==> config.mk <==
export PLATFORM = sky130hd
export DESIGN_NAME = command_line_arg_splitter_unit
export DESIGN_NICKNAME = d
export VERILOG_FILES = /design/src/hw/rtl/cmdsplit_pkg.sv /design/src/hw/rtl/cmdsplit_front.sv /design/src/hw/rtl/cmdsplit_outq.sv /design/src/hw/rtl/cmdsplit_back.sv /design/src/hw/rtl/command_line_arg_splitter_unit.sv
export SDC_FILE = /design/constraint.sdc
export NUM_CORES = 1
export LEC_CHECK = 0
export BUFFER_PORTS_ARGS = -buffer_cell sky130_fd_sc_hd__buf_2
export CELL_PAD_IN_SITES_DETAIL_PLACEMENT = 0
export CELL_PAD_IN_SITES_GLOBAL_PLACEMENT = 1
export CORE_AREA = 2 2 126 128
export CTS_CLUSTER_SIZE = 10
export DETAILED_ROUTE_END_ITERATION = 8
export DIE_AREA = 0 0 128 130
export PLACE_DENSITY = 0.79
export SLEW_MARGIN = 20
export SYNTH_ARGS = -nofsm -noshare
export SYNTH_HDL_FRONTEND = slang
export SYNTH_SLANG_ARGS = --single-unit
==> constraint.sdc <==
create_clock -name clk_i -period 4.46 [get_ports clk_i]
set_input_delay 0.892 -clock clk_i [delete_from_list [all_inputs] [get_ports clk_i]]
set_output_delay 0.892 -clock clk_i [all_outputs]
set_load 0.03 [all_outputs]
==> src/hw/rtl/cmdsplit_pkg.sv <==
package cmdsplit_pkg;

  // Byte classes assigned by the front end
  typedef enum logic [2:0] {
    CLS_OTHER  = 3'd0,
    CLS_WS     = 3'd1,
    CLS_BS     = 3'd2,
    CLS_QUOTE  = 3'd3,
    CLS_DOLLAR = 3'd4,
    CLS_PCT    = 3'd5,
    CLS_STAR   = 3'd6,
    CLS_ONE    = 3'd7
  } cls_e;

  // Result token kinds
  typedef enum logic [2:0] {
    KIND_BYTE      = 3'd0,
    KIND_END_ARG   = 3'd1,
    KIND_PROG_BS   = 3'd2,
    KIND_PROG_VERB = 3'd3,
    KIND_QUERY     = 3'd4,
    KIND_END_LIST  = 3'd5
  } kind_e;

  localparam logic [7:0] CH_TAB    = 8'h09;
  localparam logic [7:0] CH_CR     = 8'h0D;
  localparam logic [7:0] CH_SPACE  = 8'h20;
  localparam logic [7:0] CH_QUOTE  = 8'h22;
  localparam logic [7:0] CH_DOLLAR = 8'h24;
  localparam logic [7:0] CH_PCT    = 8'h25;
  localparam logic [7:0] CH_STAR   = 8'h2A;
  localparam logic [7:0] CH_ONE    = 8'h31;
  localparam logic [7:0] CH_BS     = 8'h5C;

  // Queue and lookahead sizes
  localparam int MidDepth = 2;
  localparam int MidAw    = 1;
  localparam int OutDepth = 4;
  localparam int OutAw    = 2;
  localparam int BufDepth = 4;
  localparam int BufAw    = 2;

  typedef struct packed {
    logic [7:0] ch;
    cls_e       cls;
  } tchar_t;

  typedef struct packed {
    tchar_t c;
    logic   eos;
  } item_t;

  typedef struct packed {
    logic  valid;
    item_t item;
  } item_chan_t;

  typedef struct packed {
    kind_e      kind;
    logic [7:0] bval;
    logic       last;
  } res_t;

  typedef struct packed {
    logic push;
    res_t res;
  } res_chan_t;

  function automatic cls_e classify(logic [7:0] c);
    cls_e r;
    r = CLS_OTHER;
    if (c == CH_SPACE || (c >= CH_TAB && c <= CH_CR)) r = CLS_WS;
    else if (c == CH_BS)     r = CLS_BS;
    else if (c == CH_QUOTE)  r = CLS_QUOTE;
    else if (c == CH_DOLLAR) r = CLS_DOLLAR;
    else if (c == CH_PCT)    r = CLS_PCT;
    else if (c == CH_STAR)   r = CLS_STAR;
    else if (c == CH_ONE)    r = CLS_ONE;
    return r;
  endfunction

endpackage

==> src/hw/rtl/cmdsplit_front.sv <==
module cmdsplit_front (
  input  logic                     clk_i,
  input  logic                     rst_ni,
  input  logic                     push_i,
  input  logic [7:0]               char_in_i,
  input  logic                     end_of_string_i,
  output logic                     full_o,
  output cmdsplit_pkg::item_chan_t mid_o,
  input  logic                     mid_pop_i
);

  cmdsplit_pkg::item_t                   mem_q [cmdsplit_pkg::MidDepth];
  logic [cmdsplit_pkg::MidAw-1:0]        wr_q, rd_q;
  logic [cmdsplit_pkg::MidAw:0]          cnt_q, cnt_d;
  logic                                  wr_en, rd_en;
  cmdsplit_pkg::item_t                   new_item;

  // Classify the incoming byte
  always_comb begin
    new_item.c.ch  = char_in_i;
    new_item.c.cls = cmdsplit_pkg::classify(char_in_i);
    new_item.eos   = end_of_string_i;
  end

  assign full_o      = (cnt_q == (cmdsplit_pkg::MidAw+1)'(cmdsplit_pkg::MidDepth));
  assign wr_en       = push_i && !full_o;
  assign mid_o.valid = (cnt_q != '0);
  assign mid_o.item  = mem_q[rd_q];
  assign rd_en       = mid_pop_i && mid_o.valid;

  always_comb begin
    cnt_d = cnt_q;
    case ({wr_en, rd_en})
      2'b10:   cnt_d = cnt_q + 1'b1;
      2'b01:   cnt_d = cnt_q - 1'b1;
      default: cnt_d = cnt_q;
    endcase
  end

  // Queue pointers
  always_ff @(posedge clk_i or negedge rst_ni) begin
    if (!rst_ni) begin
      wr_q  <= '0;
      rd_q  <= '0;
      cnt_q <= '0;
    end else begin
      if (wr_en) wr_q <= wr_q + 1'b1;
      if (rd_en) rd_q <= rd_q + 1'b1;
      cnt_q <= cnt_d;
    end
  end

  // Queue storage
  always_ff @(posedge clk_i) begin
    if (wr_en) mem_q[wr_q] <= new_item;
  end

endmodule

==> src/hw/rtl/cmdsplit_outq.sv <==
module cmdsplit_outq (
  input  logic                    clk_i,
  input  logic                    rst_ni,
  input  cmdsplit_pkg::res_chan_t in_i,
  output logic                    full_o,
  output logic                    empty_o,
  input  logic                    pop_i,
  output cmdsplit_pkg::res_t      res_o
);

  cmdsplit_pkg::res_t             mem_q [cmdsplit_pkg::OutDepth];
  logic [cmdsplit_pkg::OutAw-1:0] wr_q, rd_q;
  logic [cmdsplit_pkg::OutAw:0]   cnt_q, cnt_d;
  logic                           wr_en, rd_en;

  assign full_o  = (cnt_q == (cmdsplit_pkg::OutAw+1)'(cmdsplit_pkg::OutDepth));
  assign empty_o = (cnt_q == '0);
  assign wr_en   = in_i.push && !full_o;
  assign rd_en   = pop_i && !empty_o;
  assign res_o   = mem_q[rd_q];

  always_comb begin
    cnt_d = cnt_q;
    case ({wr_en, rd_en})
      2'b10:   cnt_d = cnt_q + 1'b1;
      2'b01:   cnt_d = cnt_q - 1'b1;
      default: cnt_d = cnt_q;
    endcase
  end

  // Queue pointers
  always_ff @(posedge clk_i or negedge rst_ni) begin
    if (!rst_ni) begin
      wr_q  <= '0;
      rd_q  <= '0;
      cnt_q <= '0;
    end else begin
      if (wr_en) wr_q <= wr_q + 1'b1;
      if (rd_en) rd_q <= rd_q + 1'b1;
      cnt_q <= cnt_d;
    end
  end

  // Queue storage
  always_ff @(posedge clk_i) begin
    if (wr_en) mem_q[wr_q] <= in_i.res;
  end

endmodule

==> src/hw/rtl/cmdsplit_back.sv <==
module cmdsplit_back (
  input  logic                     clk_i,
  input  logic                     rst_ni,
  input  cmdsplit_pkg::item_chan_t mid_i,
  output logic                     mid_pop_o,
  output cmdsplit_pkg::res_chan_t  out_o,
  input  logic                     out_full_i
);

  typedef enum logic [3:0] {
    ST_IDLE   = 4'b0001,
    ST_RUN    = 4'b0010,
    ST_FINISH = 4'b0100,
    ST_CLOSE  = 4'b1000
  } state_e;

  state_e                       state_q, state_d;
  cmdsplit_pkg::tchar_t         buf_q [cmdsplit_pkg::BufDepth];
  cmdsplit_pkg::tchar_t         buf_d [cmdsplit_pkg::BufDepth];
  logic [cmdsplit_pkg::BufAw:0] cnt_q, cnt_d;
  logic                         eos_q, eos_d;
  logic                         in_arg_q, in_arg_d;
  logic                         in_quo_q, in_quo_d;
  logic                         held_q, held_d;
  logic                         qpend_q, qpend_d;
  logic                         dup_q, dup_d;
  logic                         prog_q, prog_d;
  logic                         query_q, query_d;
  cmdsplit_pkg::kind_e          hold_kind_q, hold_kind_d;
  logic [7:0]                   hold_byte_q, hold_byte_d;
  logic                         hold_vld_q, hold_vld_d;

  logic                         adv;
  logic                         emit;
  cmdsplit_pkg::kind_e          e_kind;
  logic [7:0]                   e_byte;
  logic [2:0]                   sh;
  logic                         flush;
  logic                         load;
  logic                         start_arg;
  cmdsplit_pkg::cls_e           cl0, cl1, cl2, cl3;
  logic [7:0]                   ch0;
  logic                         need2, need3, need4;
  cmdsplit_pkg::kind_e          pk1;

  // Stall whenever a transfer to the result queue would be refused
  assign adv = !(hold_vld_q && out_full_i);

  // Classes at the four lookahead slots; missing bytes read as plain
  assign ch0 = buf_q[0].ch;
  assign cl0 = (cnt_q > 3'd0) ? buf_q[0].cls : cmdsplit_pkg::CLS_OTHER;
  assign cl1 = (cnt_q > 3'd1) ? buf_q[1].cls : cmdsplit_pkg::CLS_OTHER;
  assign cl2 = (cnt_q > 3'd2) ? buf_q[2].cls : cmdsplit_pkg::CLS_OTHER;
  assign cl3 = (cnt_q > 3'd3) ? buf_q[3].cls : cmdsplit_pkg::CLS_OTHER;

  // More bytes are needed before a marker can be decided
  assign need2 = (cnt_q < 3'd2) && !eos_q;
  assign need3 = (cnt_q < 3'd3) && !eos_q;
  assign need4 = (cnt_q < 3'd4) && !eos_q;
  assign pk1   = (cl1 == cmdsplit_pkg::CLS_PCT) ? cmdsplit_pkg::KIND_PROG_BS
                                                : cmdsplit_pkg::KIND_PROG_VERB;

  // Parser sequencer: one action and at most one result per cycle while not stalled
  always_comb begin
    state_d   = state_q;
    in_arg_d  = in_arg_q;
    in_quo_d  = in_quo_q;
    held_d    = held_q;
    qpend_d   = qpend_q;
    dup_d     = dup_q;
    prog_d    = prog_q;
    query_d   = query_q;
    emit      = 1'b0;
    e_kind    = cmdsplit_pkg::KIND_BYTE;
    e_byte    = 8'h00;
    sh        = 3'd0;
    flush     = 1'b0;
    load      = 1'b0;
    start_arg = 1'b0;

    unique case (state_q)
      ST_IDLE: begin
        if (mid_i.valid) begin
          load    = 1'b1;
          state_d = ST_RUN;
        end
      end

      ST_RUN: begin
        if (cnt_q == '0) begin
          // buffer drained
          if (eos_q) begin
            state_d = ST_FINISH;
          end else begin
            flush = 1'b1;
            load  = mid_i.valid;
            state_d = mid_i.valid ? ST_RUN : ST_IDLE;
          end
        end else if (in_arg_q) begin
          if (dup_q) begin
            // second half of a backslash pair
            emit   = 1'b1;
            e_byte = cmdsplit_pkg::CH_BS;
            dup_d  = 1'b0;
            sh     = 3'd1;
          end else if (held_q) begin
            held_d = 1'b0;
            emit   = 1'b1;
            if (cl0 == cmdsplit_pkg::CLS_BS) begin
              e_byte = cmdsplit_pkg::CH_BS;
              dup_d  = 1'b1;
            end else if (cl0 == cmdsplit_pkg::CLS_QUOTE) begin
              e_byte = cmdsplit_pkg::CH_QUOTE;
              sh     = 3'd1;
            end else begin
              // release the held backslash, replay this byte
              e_byte = cmdsplit_pkg::CH_BS;
            end
          end else if (qpend_q) begin
            qpend_d = 1'b0;
            if (cl0 == cmdsplit_pkg::CLS_QUOTE) begin
              emit   = 1'b1;
              e_byte = cmdsplit_pkg::CH_QUOTE;
              sh     = 3'd1;
            end else begin
              in_quo_d = 1'b0;
            end
          end else begin
            sh = 3'd1;
            if (cl0 == cmdsplit_pkg::CLS_WS && !in_quo_q) begin
              emit     = 1'b1;
              e_kind   = cmdsplit_pkg::KIND_END_ARG;
              in_arg_d = 1'b0;
              in_quo_d = 1'b0;
            end else if (cl0 == cmdsplit_pkg::CLS_BS) begin
              held_d = 1'b1;
            end else if (cl0 == cmdsplit_pkg::CLS_QUOTE) begin
              if (in_quo_q) qpend_d = 1'b1;
              else          in_quo_d = 1'b1;
            end else begin
              emit   = 1'b1;
              e_byte = ch0;
            end
          end
        end else begin
          // between arguments: look for markers
          case (cl0)
            cmdsplit_pkg::CLS_WS: sh = 3'd1;
            cmdsplit_pkg::CLS_DOLLAR, cmdsplit_pkg::CLS_PCT: begin
              if (need2) begin
                flush   = 1'b1;
                load    = mid_i.valid;
                state_d = mid_i.valid ? ST_RUN : ST_IDLE;
              end else if (cl1 == cmdsplit_pkg::CLS_STAR) begin
                emit    = 1'b1;
                e_kind  = cmdsplit_pkg::KIND_QUERY;
                query_d = 1'b1;
                sh      = 3'd2;
              end else if (cl1 == cmdsplit_pkg::CLS_ONE) begin
                emit   = 1'b1;
                e_kind = (cl0 == cmdsplit_pkg::CLS_PCT) ? cmdsplit_pkg::KIND_PROG_BS
                                                        : cmdsplit_pkg::KIND_PROG_VERB;
                prog_d = 1'b1;
                sh     = 3'd2;
              end else begin
                start_arg = 1'b1;
              end
            end
            cmdsplit_pkg::CLS_QUOTE: begin
              if (need2 || ((cl1 == cmdsplit_pkg::CLS_DOLLAR ||
                             cl1 == cmdsplit_pkg::CLS_PCT) &&
                            (need3 || (cl2 == cmdsplit_pkg::CLS_ONE && need4)))) begin
                flush   = 1'b1;
                load    = mid_i.valid;
                state_d = mid_i.valid ? ST_RUN : ST_IDLE;
              end else if ((cl1 == cmdsplit_pkg::CLS_DOLLAR ||
                             cl1 == cmdsplit_pkg::CLS_PCT) &&
                            cl2 == cmdsplit_pkg::CLS_ONE &&
                            cl3 == cmdsplit_pkg::CLS_QUOTE) begin
                emit   = 1'b1;
                e_kind = pk1;
                prog_d = 1'b1;
                sh     = 3'd4;
              end else begin
                start_arg = 1'b1;
              end
            end
            default: start_arg = 1'b1;
          endcase
        end
      end

      ST_FINISH: begin
        // trailing tokens, one per cycle while not stalled
        emit = 1'b1;
        if (in_arg_q && held_q) begin
          e_byte = cmdsplit_pkg::CH_BS;
          held_d = 1'b0;
        end else if (in_arg_q) begin
          e_kind   = cmdsplit_pkg::KIND_END_ARG;
          in_arg_d = 1'b0;
        end else if (!prog_q) begin
          e_kind = cmdsplit_pkg::KIND_PROG_VERB;
          prog_d = 1'b1;
        end else if (!query_q) begin
          e_kind  = cmdsplit_pkg::KIND_QUERY;
          query_d = 1'b1;
        end else begin
          e_kind   = cmdsplit_pkg::KIND_END_LIST;
          in_quo_d = 1'b0;
          qpend_d  = 1'b0;
          held_d   = 1'b0;
          dup_d    = 1'b0;
          prog_d   = 1'b0;
          query_d  = 1'b0;
          state_d  = ST_CLOSE;
        end
      end

      ST_CLOSE: begin
        flush   = 1'b1;
        load    = mid_i.valid;
        state_d = mid_i.valid ? ST_RUN : ST_IDLE;
      end

      default: state_d = ST_IDLE;
    endcase

    if (start_arg) begin
      in_arg_d = 1'b1;
      in_quo_d = 1'b0;
      held_d   = 1'b0;
      qpend_d  = 1'b0;
    end
  end

  // Lookahead buffer: consume from the front, append the loaded byte
  always_comb begin
    for (int k = 0; k < cmdsplit_pkg::BufDepth; k++) buf_d[k] = buf_q[k];
    cnt_d = cnt_q - sh;
    eos_d = eos_q;
    case (sh)
      3'd1: begin
        buf_d[0] = buf_q[1];
        buf_d[1] = buf_q[2];
        buf_d[2] = buf_q[3];
      end
      3'd2: begin
        buf_d[0] = buf_q[2];
        buf_d[1] = buf_q[3];
      end
      default: ;
    endcase
    if (load) begin
      eos_d = mid_i.item.eos;
      if (!mid_i.item.eos) begin
        buf_d[cnt_q[cmdsplit_pkg::BufAw-1:0]] = mid_i.item.c;
        cnt_d = cnt_q + 1'b1;
      end
    end
  end

  // The newest result waits in a hold register until its successor shows
  // whether it closes the run
  always_comb begin
    hold_kind_d = hold_kind_q;
    hold_byte_d = hold_byte_q;
    hold_vld_d  = hold_vld_q;
    out_o.push     = adv && hold_vld_q && (emit || flush);
    out_o.res.kind = hold_kind_q;
    out_o.res.bval = hold_byte_q;
    out_o.res.last = flush;
    if (emit) begin
      hold_kind_d = e_kind;
      hold_byte_d = (e_kind == cmdsplit_pkg::KIND_BYTE) ? e_byte : 8'h00;
      hold_vld_d  = 1'b1;
    end else if (flush) begin
      hold_vld_d = 1'b0;
    end
  end

  assign mid_pop_o = adv && load;

  // Control state
  always_ff @(posedge clk_i or negedge rst_ni) begin
    if (!rst_ni) begin
      state_q    <= ST_IDLE;
      cnt_q      <= '0;
      eos_q      <= 1'b0;
      in_arg_q   <= 1'b0;
      in_quo_q   <= 1'b0;
      held_q     <= 1'b0;
      qpend_q    <= 1'b0;
      dup_q      <= 1'b0;
      prog_q     <= 1'b0;
      query_q    <= 1'b0;
      hold_vld_q <= 1'b0;
    end else if (adv) begin
      state_q    <= state_d;
      cnt_q      <= cnt_d;
      eos_q      <= eos_d;
      in_arg_q   <= in_arg_d;
      in_quo_q   <= in_quo_d;
      held_q     <= held_d;
      qpend_q    <= qpend_d;
      dup_q      <= dup_d;
      prog_q     <= prog_d;
      query_q    <= query_d;
      hold_vld_q <= hold_vld_d;
    end
  end

  // Payload
  always_ff @(posedge clk_i) begin
    if (adv) begin
      for (int k = 0; k < cmdsplit_pkg::BufDepth; k++) buf_q[k] <= buf_d[k];
      hold_kind_q <= hold_kind_d;
      hold_byte_q <= hold_byte_d;
    end
  end

  // Lookahead never exceeds three bytes outside of parsing
  a_cnt_bound: assert property (@(posedge clk_i) disable iff (!rst_ni)
    state_q != ST_RUN |-> cnt_q <= 3'd3)
    else $error("lookahead overflow");

  // A held backslash and a pending quote exclude each other
  a_held_qpend: assert property (@(posedge clk_i) disable iff (!rst_ni)
    !(held_q && qpend_q))
    else $error("held backslash with pending quote");

  // Backslash pair second half only inside an argument with a byte present
  a_dup: assert property (@(posedge clk_i) disable iff (!rst_ni)
    dup_q |-> (in_arg_q && !held_q && cnt_q != '0 && state_q == ST_RUN))
    else $error("stray backslash pair state");

  // Nothing stays in the hold register once idle
  a_idle_hold: assert property (@(posedge clk_i) disable iff (!rst_ni)
    state_q == ST_IDLE |-> !hold_vld_q)
    else $error("result left in hold register");

  // End of list leaves the parser in its reset state with the token held
  a_close: assert property (@(posedge clk_i) disable iff (!rst_ni)
    state_q == ST_CLOSE |-> (!in_arg_q && !prog_q && !query_q && hold_vld_q &&
                             hold_kind_q == cmdsplit_pkg::KIND_END_LIST))
    else $error("template end did not clear state");

endmodule

==> src/hw/rtl/command_line_arg_splitter_unit.sv <==
// Channel   Direction  Handshake         Payload
// input     in         push / full       char_in_i, end_of_string_i
// result    out        empty / pop       kind_o, byte_out_o, last_of_run_o
//
// A byte inside an argument takes a parse step and then a step that closes
// the run and loads the next byte. Each further result, replayed lookahead
// byte or argument start adds a step; the sequencer in the back end emits at
// most one result per cycle. An end-of-string transfer takes a step that
// finds the buffer drained, up to five trailing tokens and a step that closes
// the run, plus a step per replayed lookahead result.
// Reset (rst_ni low, asynchronous) empties both queues and the parser state.
// Input and result sides stall independently through the queues between them.
module command_line_arg_splitter_unit (
  input  logic       clk_i,
  input  logic       rst_ni,
  input  logic       push,
  output logic       full,
  input  logic [7:0] char_in_i,
  input  logic       end_of_string_i,
  output logic       empty,
  input  logic       pop,
  output logic [2:0] kind_o,
  output logic [7:0] byte_out_o,
  output logic       last_of_run_o
);

  cmdsplit_pkg::item_chan_t mid;
  logic                     mid_pop;
  cmdsplit_pkg::res_chan_t  res_chan;
  logic                     out_full;
  cmdsplit_pkg::res_t       res;

  // Front end: accept and classify bytes
  cmdsplit_front u_front (
    .clk_i           (clk_i),
    .rst_ni          (rst_ni),
    .push_i          (push),
    .char_in_i       (char_in_i),
    .end_of_string_i (end_of_string_i),
    .full_o          (full),
    .mid_o           (mid),
    .mid_pop_i       (mid_pop)
  );

  // Back end: parse and produce tokens
  cmdsplit_back u_back (
    .clk_i      (clk_i),
    .rst_ni     (rst_ni),
    .mid_i      (mid),
    .mid_pop_o  (mid_pop),
    .out_o      (res_chan),
    .out_full_i (out_full)
  );

  // Result queue
  cmdsplit_outq u_outq (
    .clk_i   (clk_i),
    .rst_ni  (rst_ni),
    .in_i    (res_chan),
    .full_o  (out_full),
    .empty_o (empty),
    .pop_i   (pop),
    .res_o   (res)
  );

  assign kind_o        = res.kind;
  assign byte_out_o    = res.bval;
  assign last_of_run_o = res.last;

endmodule
==> key figures, run 1 <==
STA
  • Final worst-path setup slack: 0.945 ns
  • Final period demand of the worst path: 3.51 ns
  • Worst slew slack as a fraction of its limit: 34.4%
  • Count of endpoints failing hold in the final timing report: 0
  • Worst clock skew on the final layout: 0.0147 ns
  • Tightest Pin Transition: 0.980 ns
  • Final-layout worst hold slack: 0.476 ns
  • Setup TNS: 0 ns
  • Max-slew violation total from the final report: 0
  • RSZ-0062 raised after global routing: no
  • Final period util: 78.8%
  • Final setup violation count: 0
  • Highest attainable clock frequency: 0.285 GHz

Place
  • Final weighted congestion in routability-driven placement: 0.870
  • Placed wire-length estimate after detailed placement: 11,100 µm
  • Post-placement cell area: 0.00803 mm²
  • Worst slack, placed: 0.979 ns
  • PortBufs: 26

Cells and area
  • Final-layout fill cell count: 1,282
  • Layout cell share with drive strength beyond 1: 17.6%
  • Final nets: 681
  • Non-Filler Cell Area, Final: 0.00859 mm²
  • Antenna diode instance count: 0
  • Leading cell types in the layout, fill and taps excluded: sky130_fd_sc_hd__edfxtp_1 (127), sky130_fd_sc_hd__nor2_1 (55), sky130_fd_sc_hd__nand2_1 (52), sky130_fd_sc_hd__a31oi_1 (31), sky130_fd_sc_hd__a21oi_1 (28)
  • Syn-to-layout area delta: 11.5%
  • Most common library cell in the layout ignoring fill and taps: sky130_fd_sc_hd__edfxtp_1

Global routing
  • Maximum number of pins on one net before global-route repair: 43
  • First-pass GRT wire length: 26,200 µm
  • Number of antenna violations at the first check in global routing: 0
  • Number of global-route vias before repair: 4,959
  • All-Layer GR Usage: 20.5%
  • Overflow left after global routing: 0

Die
  • # rows: 46
  • Boundary pin count: 27
  • Initial core utilization: 50.0%
  • Die Width: 128 µm
  • Placeable Area: 0.0154 mm²
  • DIE AREA: 0.0166 mm²
  • Die H: 130 µm

Power and ir drop
  • Leakage power figure: 3.07 nW
  • Total power: 5.99 mW
  • Pwr dens: 697 mW/mm²
  • Peak supply drop: 0.000334 V

Routing
  • WL final: 16,300 µm
  • Vias/cell: 6.05
  • Via count: 5,189
  • First drt pass iteration count: 5
  • Number of antenna-violating nets in the routed design: 0
  • Iteration-0 DRC Markers: 428
  • Routed wire per std cell: 18.9 µm
  • Remaining routing DRC violations: 0

Logic synthesis
  • Sequential-to-total area share from yosys stat: 58.3%
  • Post-synthesis cell count: 629
  • Cell type with the highest aggregate area in the netlist: sky130_fd_sc_hd__edfxtp_1
  • Area contributors post-synth: sky130_fd_sc_hd__edfxtp_1 (49%), sky130_fd_sc_hd__dfrtp_1 (8.4%), sky130_fd_sc_hd__mux4_2 (3.5%)
  • Number of synthesis warnings: 0
  • Number of flops mapped to enable cells by yosys: 127
  • Unique masters post-synth: 78
  • Post-synth top area share: 49.5%
  • Mean area per synthesized cell: 12.3 µm²
  • Synthesized cell area: 0.00771 mm²
  • Share of async-settable or async-resettable flops after synthesis: 17.5%
  • Number of synthesized register bits: 154
  • Net count after synthesis: 656
  • Prevailing post-synth register cell: sky130_fd_sc_hd__edfxtp_1

Worst setup path
  • Element type at the critical path end: flop
  • Critical path arrival: 3.86 ns
  • Max Fanout on Critical Path: 11
  • WP data required: 4.80 ns
  • Slowest-stage cell, CP: sky130_fd_sc_hd__dfrtp_1
  • CP top delay family: simple AND/OR/NAND/NOR gates
  • Element type at the critical path start: flop
  • Critical path cell sequence: inv_1 > ha_1 > or2b_2 > nand2_4 > a2111oi_4 > nor2_1 > a2bb2oi_2 > ha_1 > inv_1 > fa_1 > xor2_1 > nor2_1 > xor2_1
  • Critical path buffer and inverter count: 2
  • Delay of the slowest cell on the worst path: 0.51 ns
  • Start-to-end type of the worst setup path: reg -> reg

Clocking
  • Clock tree buffer depth: 2
  • Number of cells upsized or downsized after cts: 0
  • Maximum level of the CTS H-tree: 4
  • CTS Sinks: 154
  • Number of hold buffers added after cts: 0
  • Clock Root Buffer: sky130_fd_sc_hd__clkbuf_16
  • TritonCTS clock tree: yes
  • Post-CTS setup repair buffer count: 0
  • TritonCTS Buffers: 17
  • Clock transition at path regs: 0.07 ns
  • Insertion delay of the later-clocked pin in the worst-skew pair: 0.43 ns

Status
  • Outcome: complete, no violations

Min path
  • HP Class: in -> async

Job
  • Max-cap viol count: 0
## per-stage QoR
stage / cells / util, %
floorplan: 629 / -
finish: 858 / 55.7
global route: 858 / 55.7
detailed placement: 827 / 52.0
global placement: 827 / 52.0
CTS: 858 / 55.7
## path summary, 6_finish.rpt
| check | start | to | depth (start not counted) | slack (ns) |
|---|---|---|---|---|
| setup reg to reg | u_back.cnt_q[1] | u_outq.cnt_q[2] | 13 | 0.95 |
| min in group clk_i | u_front.cnt_q[1] | u_front.cnt_q[1] | 1 | 0.49 |
| hold reg to reg | u_front.cnt_q[1] | u_front.cnt_q[1] | 1 | 0.49 |
| hold / removal | rst_ni | u_back.state_q[2] | 1 | 0.48 |
| max in group asynchronous | rst_ni | u_outq.rd_q[1] | 1 | 3.56 |
| setup / recovery | u_back.cnt_q[1] | u_outq.cnt_q[2] | 13 | 0.95 |
## synth_stat cells, drive strengths merged (18+ instances only)
| master | instances |
|---|---|
| a31oi | 31 |
| o21ai | 18 |
| dfrtp | 26 |
| nor2 | 56 |
| edfxtp | 127 |
| clkbuf | 18 |
| a21oi | 28 |
| a22oi | 24 |
| nor3 | 24 |
| inv | 22 |
| nand2 | 53 |
## report_power, final
group | leakage [nW] | internal (mW) | total, mW | switching [mW]
logic | 1.28 | 0.830 | 2.08 | 1.26
registers | 1.52 | 2.08 | 2.52 | 0.438
clock network | 0.260 | 0.779 | 1.38 | 0.604
## worst register-to-register path: cells and delay by family (launching register included)
kind,cells,cell delay [ns]
and+or+nand+nor,4,0.99
adders and majority gates,3,0.92
DFF,1,0.51
AOI/OAI and AO/OA,2,0.46
xor gates and xnor gates,2,0.30
buffers and inverters,2,0.27
## state kept, by name, summed over array words and instances, names as in the netlist, 2 cells and up, named ones only
register,cells
u_back.buf_q,33
u_back.cnt_q,3
u_back.hold_byte_q,8
u_back.hold_kind_q,3
u_back.state_q,4
u_front.cnt_q,2
u_front.mem_q,24
u_outq.cnt_q,3
u_outq.mem_q,48
u_outq.rd_q,2
u_outq.wr_q,2
## cell type report
class                   instances  area, µm²  share of cell area (%)
clock inverters                13        134                    1.56
flip-flops and latches        154       4490                    52.3
repair buffers                 40        235                    2.74
well taps                     192        240                    2.80
multi-input cells             419       2980                    34.7
clock buffers                  18        429                    5.00
inverters                      22       82.6                   0.961
## per-layer routing
metal  GRT usage (%)  wire, µm  up-vias
met5               0         0        -
met4            8.34       336        0
met3            3.85       698       29
met2            34.2      8050      155
met1            26.8      7170     2537
li1                -         -     2468
## cell families (layout without fill, tap and decap cells)
kind of cell / Yosys count / after routing / share of synthesized area (%)
fa+ha+maj: 14 / 14 / 2.47
mux: 43 / 43 / 7.84
flops: 154 / 154 / 58.3
simple gates: 202 / 202 / 13.5
compound gates: 148 / 148 / 13.5
buf+inv: 56 / 93 / 3.08
xor+xnor: 12 / 12 / 1.36
Power figures use the tool's default switching activity.
==> inputs of run 2 (changes only) <==
- ABC_AREA: unset -> 1
- CORE_AREA: 2 2 126 128 -> 2 2 136 138
- DIE_AREA: 0 0 128 130 -> 0 0 138 140
- PLACE_DENSITY: 0.79 -> 0.76
- clock period: 4.46 -> 3 ns (I/O delays scaled with it)
==> run 2 against run 1 <==
Effect of this change: largest power group is now combinational cells; clock skew is 0.0054 ns lower; critical path type unchanged; utilization down 5.2 points; sequential share of layout area is 2.3 points lower; critical path depth grew 4; largest cell class unchanged; via count up 9.5%; count of clock-buffer cells in the layout down 1; register-to-register slack got worse by 0.78 ns; fmax grew 24%.
==> key figures, run 2 <==
Clocking
  • Clock Root Buffer: sky130_fd_sc_hd__clkbuf_16
  • Insertion delay of the later-clocked pin in the worst-skew pair: 0.42 ns (about the same)
  • TritonCTS Buffers: 17 (unchanged)
  • TritonCTS clock tree: yes
  • Clock transition at path regs: 0.07 ns (about the same)
  • Maximum level of the CTS H-tree: 4 (unchanged)
  • Clock tree buffer depth: 2 (unchanged)
  • CTS Sinks: 154 (unchanged)

Power and ir drop
  • Switching power: 3.92 mW (+71%)
  • Cell internal pwr: 5.55 mW (+50%)
  • Clock group share of total power: 22.1% (-1.0 points)
  • Net switching fraction of the power: 41.4% (+3.1 points)
  • Leakage power figure: 3.80 nW (+24%)
  • Peak supply drop: 0.000527 V (+58%)
  • Total power: 9.46 mW (+58%)
  • Part of the total power dissipated in sequential elements: 37.4% (-4.7 points)
  • Pwr dens: 1050 mW/mm² (+51%)
  • Logic pwr share: 40.5% (+5.7 points)

Cells and area
  • Most common library cell in the layout ignoring fill and taps: sky130_fd_sc_hd__nand2_1
  • Largest registers: u_outq.mem_q: 48 flops, u_back.buf_q: 33 flops, u_front.mem_q: 24 flops
  • Layout cell share with drive strength beyond 1: 15.1% (-2.5 points)
  • Final nets: 923 (+36%)
  • Syn-to-layout area delta: 15.6%
  • Register with the most flip-flops: u_outq.mem_q
  • Leading cell types in the layout, fill and taps excluded: sky130_fd_sc_hd__nand2_1 (156), sky130_fd_sc_hd__edfxtp_1 (127), sky130_fd_sc_hd__nor2_1 (106), sky130_fd_sc_hd__inv_1 (100), sky130_fd_sc_hd__o21ai_0 (86)
  • Non-Filler Cell Area, Final: 0.00898 mm² (+4.6%)
  • Antenna diode instance count: 0 (unchanged)
  • Final cell count without fillers: 1,138 (+33%)
  • Number of flip-flops under the largest register name: 48 (unchanged)
  • Final-layout fill cell count: 1,677 (+31%)

Routing
  • Vias/cell: 4.99 (-17%)
  • Iteration-0 DRC Markers: 398 (-7.0%)
  • Via count: 5,681 (+9.5%)
  • First drt pass iteration count: 6 (+1)
  • Routed wire per std cell: 14.6 µm (-23%)
  • Number of antenna-violating nets in the routed design: 0 (unchanged)
  • Remaining routing DRC violations: 0 (unchanged)
  • WL final: 16,600 µm (+2.0%)

STA
  • Max-slew violation total from the final report: 0 (unchanged)
  • Count of endpoints failing hold in the final timing report: 0 (unchanged)
  • RSZ-0062 raised after global routing: yes
  • Final period demand of the worst path: 2.84 ns (-0.679 ns)
  • Worst slew slack as a fraction of its limit: 55.2% (+21 points)
  • Tightest Pin Transition: 0.671 ns (-0.309 ns)
  • Final period util: 94.5% (+16 points)
  • Final setup violation count: 0 (unchanged)
  • Setup TNS: 0 ns (unchanged)
  • Worst clock skew on the final layout: 0.00931 ns (-0.00535 ns)
  • Highest attainable clock frequency: 0.353 GHz (+24%)
  • Final worst-path setup slack: 0.165 ns (-0.781 ns)

Global routing
  • Number of global-route vias before repair: 5,575 (+12%)
  • All-Layer GR Usage: 18.2% (-2.4 points)
  • Overflow left after global routing: 0 (unchanged)
  • Maximum number of pins on one net before global-route repair: 36 (-16%)
  • First-pass GRT wire length: 28,000 µm (+7.0%)
  • Number of antenna violations at the first check in global routing: 0 (unchanged)

Die
  • Die Width: 138 µm (+7.8%)
  • # rows: 49 (+6.5%)
  • Initial core utilization: 43.7% (-6.2 points)
  • DIE AREA: 0.0193 mm² (+16%)
  • Die H: 140 µm (+7.7%)
  • Placeable Area: 0.0178 mm² (+15%)
  • Boundary pin count: 27 (unchanged)

Logic synthesis
  • Number of synthesis warnings: 0 (unchanged)
  • Top cells by count, synth: sky130_fd_sc_hd__nand2_1 (160), sky130_fd_sc_hd__edfxtp_1 (127), sky130_fd_sc_hd__nor2_1 (107), sky130_fd_sc_hd__inv_1 (104), sky130_fd_sc_hd__o21ai_0 (88)
  • Net count after synthesis: 865 (+32%)
  • Prevailing post-synth register cell: sky130_fd_sc_hd__edfxtp_1
  • Number of synthesized register bits: 154 (unchanged)
  • Synthesized cell area: 0.00777 mm² (+0.88%)
  • Count leader, synth: sky130_fd_sc_hd__nand2_1
  • Number of flops mapped to enable cells by yosys: 127 (unchanged)
  • Unique masters post-synth: 38 (-51%)
  • Area contributors post-synth: sky130_fd_sc_hd__edfxtp_1 (49%), sky130_fd_sc_hd__dfrtp_1 (8.4%), sky130_fd_sc_hd__nand2_1 (7.7%)
  • Share of async-settable or async-resettable flops after synthesis: 17.5% (unchanged)
  • Post-synthesis cell count: 838 (+33%)
  • Mean area per synthesized cell: 9.28 µm² (-24%)
  • Cell type with the highest aggregate area in the netlist: sky130_fd_sc_hd__edfxtp_1
  • Sequential-to-total area share from yosys stat: 57.8% (-0.51 points)
  • Post-synth top area share: 49.1% (-0.43 points)

Place
  • Placed wire-length estimate after detailed placement: 11,700 µm (+5.7%)
  • Post-placement cell area: 0.00834 mm² (+3.9%)
  • PortBufs: 26 (unchanged)
  • Worst slack, placed: 0.0508 ns (-0.928 ns)
  • Number of placed instances with taps included: 1,103 (+33%)
  • Final weighted congestion in routability-driven placement: 0.881 (+1.3%)

Min path
  • HP Class: in -> async

Worst setup path
  • Max Fanout on Critical Path: 4 (-7)
  • Reg2Reg Depth: 17 (+4)
  • Critical path arrival: 3.14 ns (-0.72 ns)
  • WP data required: 3.31 ns (-1.49 ns)
  • Element type at the critical path end: flop
  • Start-to-end type of the worst setup path: reg -> reg
  • Setup slack on the worst flop-to-flop path: 0.16 ns (-0.78 ns)
  • Element type at the critical path start: flop

Status
  • Outcome: complete, no violations

Job
  • Max-cap viol count: 0 (unchanged)
-- run 2: logic make-up after synthesis --
group           count (synthesis)  synth area share, %
simple gates                  339                 18.4
compound gates                183                 12.9
flops                         154                 57.8
buf+inv                       135                 6.99
fa+ha+maj                      14                 2.45
xor+xnor                       10                 1.13
mux                             3                0.386
-- run 2: layout make-up --
cell class | instances | area, µm² | share of cell area [%]
sequential | 154 | 4490 | 50.0
multi-input combinational | 549 | 2770 | 30.9
clock buffer | 17 | 425 | 4.74
timing repair buffer | 65 | 423 | 4.71
inverter | 109 | 415 | 4.62
tap | 229 | 287 | 3.19
clock inverter | 15 | 170 | 1.89
-- run 2: worst paths after layout --
path,from,end
setup / recovery,u_back.cnt_q[0],u_outq.cnt_q[2]
hold / removal,rst_ni,u_front.rd_q
setup reg to reg,u_back.cnt_q[0],u_outq.cnt_q[2]
hold reg to reg,u_back.query_q,u_back.query_q
max in group asynchronous,rst_ni,u_back.in_arg_q
min in group clk_i,end_of_string_i,u_front.mem_q[0][0]
-- run 2: worst max-delay path, cell delays in order, from the launching register on --
cell and delay [ns]:
sky130_fd_sc_hd__dfrtp_1 0.40, sky130_fd_sc_hd__buf_4 0.14, sky130_fd_sc_hd__ha_1 0.20, sky130_fd_sc_hd__nand2_1 0.11
sky130_fd_sc_hd__nand3_1 0.14, sky130_fd_sc_hd__nor2_1 0.12, sky130_fd_sc_hd__nor2_1 0.10, sky130_fd_sc_hd__nand3_1 0.12
sky130_fd_sc_hd__nand2_2 0.08, sky130_fd_sc_hd__a31oi_4 0.20, sky130_fd_sc_hd__nand2_2 0.10, sky130_fd_sc_hd__nand2_2 0.07
sky130_fd_sc_hd__ha_1 0.15, sky130_fd_sc_hd__inv_2 0.06, sky130_fd_sc_hd__fa_2 0.38, sky130_fd_sc_hd__a21oi_1 0.13
sky130_fd_sc_hd__o21ai_1 0.09, sky130_fd_sc_hd__xor2_1 0.14
-- run 2: routing by layer --
layer | GRT usage, % | part of all wire (%)
met2 | 31.9 | 51
met4 | 6.44 | 1.7
met1 | 22.7 | 44
met5 | 0 | 0
met3 | 3.15 | 3.4
-- run 2: what timing repair did --
action / CTS / global route
gates resized for setup: 0 / 12
hold buffers: 0 / 0
buffers inserted: 0 / 3
endpoints found under the setup margin: 0 / 18
-- run 2: metrics by stage --
| stage | utilization (%) | hold WS (ns) |
|---|---|---|
| after floorplan | - | 0.304 |
| after global placement | 46.9 | 0.470 |
| after detailed placement | 46.9 | 0.479 |
| after CTS | 50.2 | 0.210 |
| after global routing | 50.5 | 0.243 |
| final | 50.5 | 0.182 |
-- run 2: power by group through the flow --
stage                     clock network [mW]  registers (mW)  logic, mW
after floorplan                            0            3.43       2.84
after global placement                     0            3.57       3.77
after detailed placement                   0            3.59       3.80
after CTS                               2.14            3.54       3.81
after global routing                    2.23            3.62       4.38
final                                   2.09            3.54       3.83
==> inputs of run 3 (changes only) <==
- CORE_AREA: 2 2 136 138 -> 3 3 137 139
- DIE_AREA: 0 0 138 140 -> 0 0 140 142
==> run 3 against run 2 <==
Effect of this change: die area up 2.9%; power up 0.79%; first-iteration DRC count down 29%; sequential power about the same; count of clock-buffer cells in the layout unchanged; clock power about the same; critical path type unchanged; critical endpoint is now u_outq.cnt_q[1]; highest routed layer unchanged.
==> key figures, run 3 (same netlist as run 2, synthesis figures left out) <==
Cells and area
  • Utilization after layout: 50.6% (+0.070 points)
  • Antenna diode instance count: 0 (unchanged)
  • Area used by sequential logic in the layout: 0.00449 mm² (unchanged)
  • Area used by multi-input combinational logic: 0.00278 mm² (+0.32%)
  • Layout cell share with drive strength beyond 1: 15.1% (unchanged)
  • Final nets: 923 (unchanged)
  • Register with the most flip-flops: u_outq.mem_q
  • Number of flip-flops under the largest register name: 48 (unchanged)
  • Largest registers: u_outq.mem_q: 48 flops, u_back.buf_q: 33 flops, u_front.mem_q: 24 flops
  • Final-layout fill cell count: 1,689 (+0.72%)
  • Most common library cell in the layout ignoring fill and taps: sky130_fd_sc_hd__nand2_1
  • Syn-to-layout area delta: 15.7%
  • Leading cell types in the layout, fill and taps excluded: sky130_fd_sc_hd__nand2_1 (156), sky130_fd_sc_hd__edfxtp_1 (127), sky130_fd_sc_hd__nor2_1 (106), sky130_fd_sc_hd__inv_1 (101), sky130_fd_sc_hd__o21ai_0 (87)

Worst setup path
  • Reg2Reg Depth: 17 (unchanged)
  • Critical path buffer and inverter count: 3 (+1)
  • Delay of the slowest cell on the worst path: 0.41 ns (about the same)
  • Max Fanout on Critical Path: 4 (unchanged)
  • Element type at the critical path end: flop
  • Critical path cell sequence: buf_4 > ha_1 > ha_1 > inv_1 > nand2_1 > nor2_1 > nand3_1 > nor2_2 > nand3_1 > nand2_2 > a31oi_4 > nand2_2 > nand2_2 > ha_1 > inv_2 > fa_2 > o21ai_0
  • Reg-to-reg critical path startpoint: u_back.cnt_q[0]
  • Setup slack on the worst flop-to-flop path: 0.23 ns (+0.06 ns)
  • Crit Reg-Reg Endpoint: u_outq.cnt_q[1]
  • Start-to-end type of the worst setup path: reg -> reg
  • Critical path arrival: 3.12 ns (-0.02 ns)
  • Element type at the critical path start: flop
  • Slowest-stage cell, CP: sky130_fd_sc_hd__fa_2
  • CP top delay family: adder cells
  • WP data required: 3.34 ns (+0.03 ns)

Min path
  • HP Class: in -> async

Global routing
  • All-Layer GR Usage: 17.9% (-0.24 points)
  • Maximum number of pins on one net before global-route repair: 36 (unchanged)
  • Number of antenna violations at the first check in global routing: 0 (unchanged)
  • Overflow left after global routing: 0 (unchanged)
  • First-pass GRT wire length: 28,500 µm (+1.9%)
  • Number of global-route vias before repair: 5,661 (+1.5%)

Place
  • Placed wire-length estimate after detailed placement: 11,900 µm (+1.7%)
  • Final weighted congestion in routability-driven placement: 0.888 (+0.82%)
  • PortBufs: 26 (unchanged)

STA
  • Final period demand of the worst path: 2.77 ns (-0.0617 ns)
  • Worst clock skew on the final layout: 0.00968 ns (+0.000375 ns)
  • Final-layout worst hold slack: 0.199 ns (+0.0176 ns)
  • Tightest Pin Transition: 0.652 ns (-0.0191 ns)
  • Setup TNS: 0 ns (unchanged)
  • Worst slew slack as a fraction of its limit: 56.5% (+1.3 points)
  • Count of endpoints failing hold in the final timing report: 0 (unchanged)
  • Max-slew violation total from the final report: 0 (unchanged)
  • Final setup violation count: 0 (unchanged)
  • RSZ-0062 raised after global routing: no
  • Final period util: 92.4% (-2.1 points)
  • Highest attainable clock frequency: 0.361 GHz (+2.2%)

Die
  • Die H: 142 µm (+1.4%)
  • # rows: 49 (unchanged)
  • Die Width: 140 µm (+1.4%)
  • Placeable Area: 0.0178 mm² (unchanged)
  • DIE AREA: 0.0199 mm² (+2.9%)
  • Boundary pin count: 27 (unchanged)
  • Initial core utilization: 43.7% (unchanged)

Job
  • Max-cap viol count: 0 (unchanged)

Power and ir drop
  • Switching power: 3.91 mW (-0.20%)
  • Logic pwr share: 41.1% (+0.6 points)
  • Peak supply drop: 0.000584 V (+11%)
  • Clock group share of total power: 22.1% (about the same)
  • Cell internal pwr: 5.63 mW (+1.5%)
  • Pwr dens: 1060 mW/mm² (+0.65%)
  • Leakage power figure: 3.80 nW (about the same)
  • Net switching fraction of the power: 41.0% (-0.41 points)
  • Part of the total power dissipated in sequential elements: 36.8% (-0.6 points)

Clocking
  • CTS Sinks: 154 (unchanged)
  • Number of hold buffers added after cts: 0 (unchanged)
  • TritonCTS clock tree: yes
  • Maximum level of the CTS H-tree: 4 (unchanged)
  • TritonCTS Buffers: 17 (unchanged)
  • Insertion delay of the later-clocked pin in the worst-skew pair: 0.42 ns (about the same)
  • Clock Root Buffer: sky130_fd_sc_hd__clkbuf_16
  • Clock tree buffer depth: 2 (unchanged)
  • Clock transition at path regs: 0.07 ns (about the same)

Routing
  • Via count: 5,768 (+1.5%)
  • Remaining routing DRC violations: 0 (unchanged)
  • Routed wire per std cell: 14.8 µm (+1.9%)
  • WL final: 16,900 µm (+1.9%)
  • First drt pass iteration count: 7 (+1)
  • Vias/cell: 5.07 (+1.5%)
  • Iteration-0 DRC Markers: 281 (-29%)
  • Number of antenna-violating nets in the routed design: 0 (unchanged)

Status
  • Outcome: complete, no violations
## run 3: cell count changes in the layout (fill, tap and decap cells not counted), sizes merged
| cell | before | now |
|---|---|---|
| clkinv | 9 | 7 |
| clkinvlp | 2 | 4 |
| bufinv | 0 | 1 |
| inv | 113 | 112 |
## run 3: through the flow
step	cell area, µm²	std cells	setup WS, ns	total power [mW]
floorplan	7780	838	0.0179	6.27
global placement	8350	1105	0.122	7.39
detailed placement	8350	1105	0.0511	7.42
CTS	8940	1137	0.0392	9.55
global route	9000	1138	0.00131	10.3
finish	9000	1138	0.227	9.54
## run 3: per-layer routing
layer  track usage, %  routed length [µm]
met5                0                   0
met1             22.7                7680
met4             5.30                 250
met3             3.63                 602
met2             31.3                8360
## run 3: layout make-up
| type | count | share of cell area (%) |
|---|---|---|
| tap | 229 | 3.18 |
| multi-input combinational | 549 | 30.9 |
| clock buffer | 17 | 4.73 |
| clock inverter | 15 | 1.79 |
| inverter | 109 | 4.62 |
| timing repair buffer | 65 | 4.84 |
| sequential | 154 | 49.9 |
## run 3: worst register-to-register path: stages, from the launching register on
cell and delay [ns]:
sky130_fd_sc_hd__dfrtp_1 0.40, sky130_fd_sc_hd__buf_4 0.15, sky130_fd_sc_hd__ha_1 0.21, sky130_fd_sc_hd__ha_1 0.18, sky130_fd_sc_hd__inv_1 0.05, sky130_fd_sc_hd__nand2_1 0.04
sky130_fd_sc_hd__nor2_1 0.08, sky130_fd_sc_hd__nand3_1 0.08, sky130_fd_sc_hd__nor2_2 0.15, sky130_fd_sc_hd__nand3_1 0.14, sky130_fd_sc_hd__nand2_2 0.11, sky130_fd_sc_hd__a31oi_4 0.09
sky130_fd_sc_hd__nand2_2 0.13, sky130_fd_sc_hd__nand2_2 0.06, sky130_fd_sc_hd__ha_1 0.19, sky130_fd_sc_hd__inv_2 0.09, sky130_fd_sc_hd__fa_2 0.41, sky130_fd_sc_hd__o21ai_0 0.15
## run 3: worst max path at each step
stage / startpoint / endpoint / slack [ns] / cells after the start
after floorplan: u_back.cnt_q[1] / u_outq.cnt_q[2] / 0.02 / 20
after global placement: u_back.cnt_q[0] / u_outq.cnt_q[2] / 0.12 / 20
after detailed placement: u_back.cnt_q[0] / u_outq.cnt_q[2] / 0.05 / 20
after CTS: u_back.cnt_q[0] / u_outq.cnt_q[2] / 0.04 / 20
after global routing: u_back.cnt_q[0] / u_outq.cnt_q[2] / 0.001 / 20
final: u_back.cnt_q[0] / u_outq.cnt_q[1] / 0.23 / 17
## run 3: power by group through the flow
stage | logic, mW | registers (mW) | clock network [mW]
5_1_grt | 4.48 | 3.59 | 2.26
2_1_floorplan | 2.84 | 3.43 | 0
3_5_place_dp | 3.87 | 3.55 | 0
6_report | 3.92 | 3.51 | 2.11
3_3_place_gp | 3.85 | 3.54 | 0
4_1_cts | 3.89 | 3.51 | 2.15
## run 3: repair_timing
item	in CTS	in global routing
resized for setup	0	12
setup endpoints to repair	0	18
buffers inserted	0	1
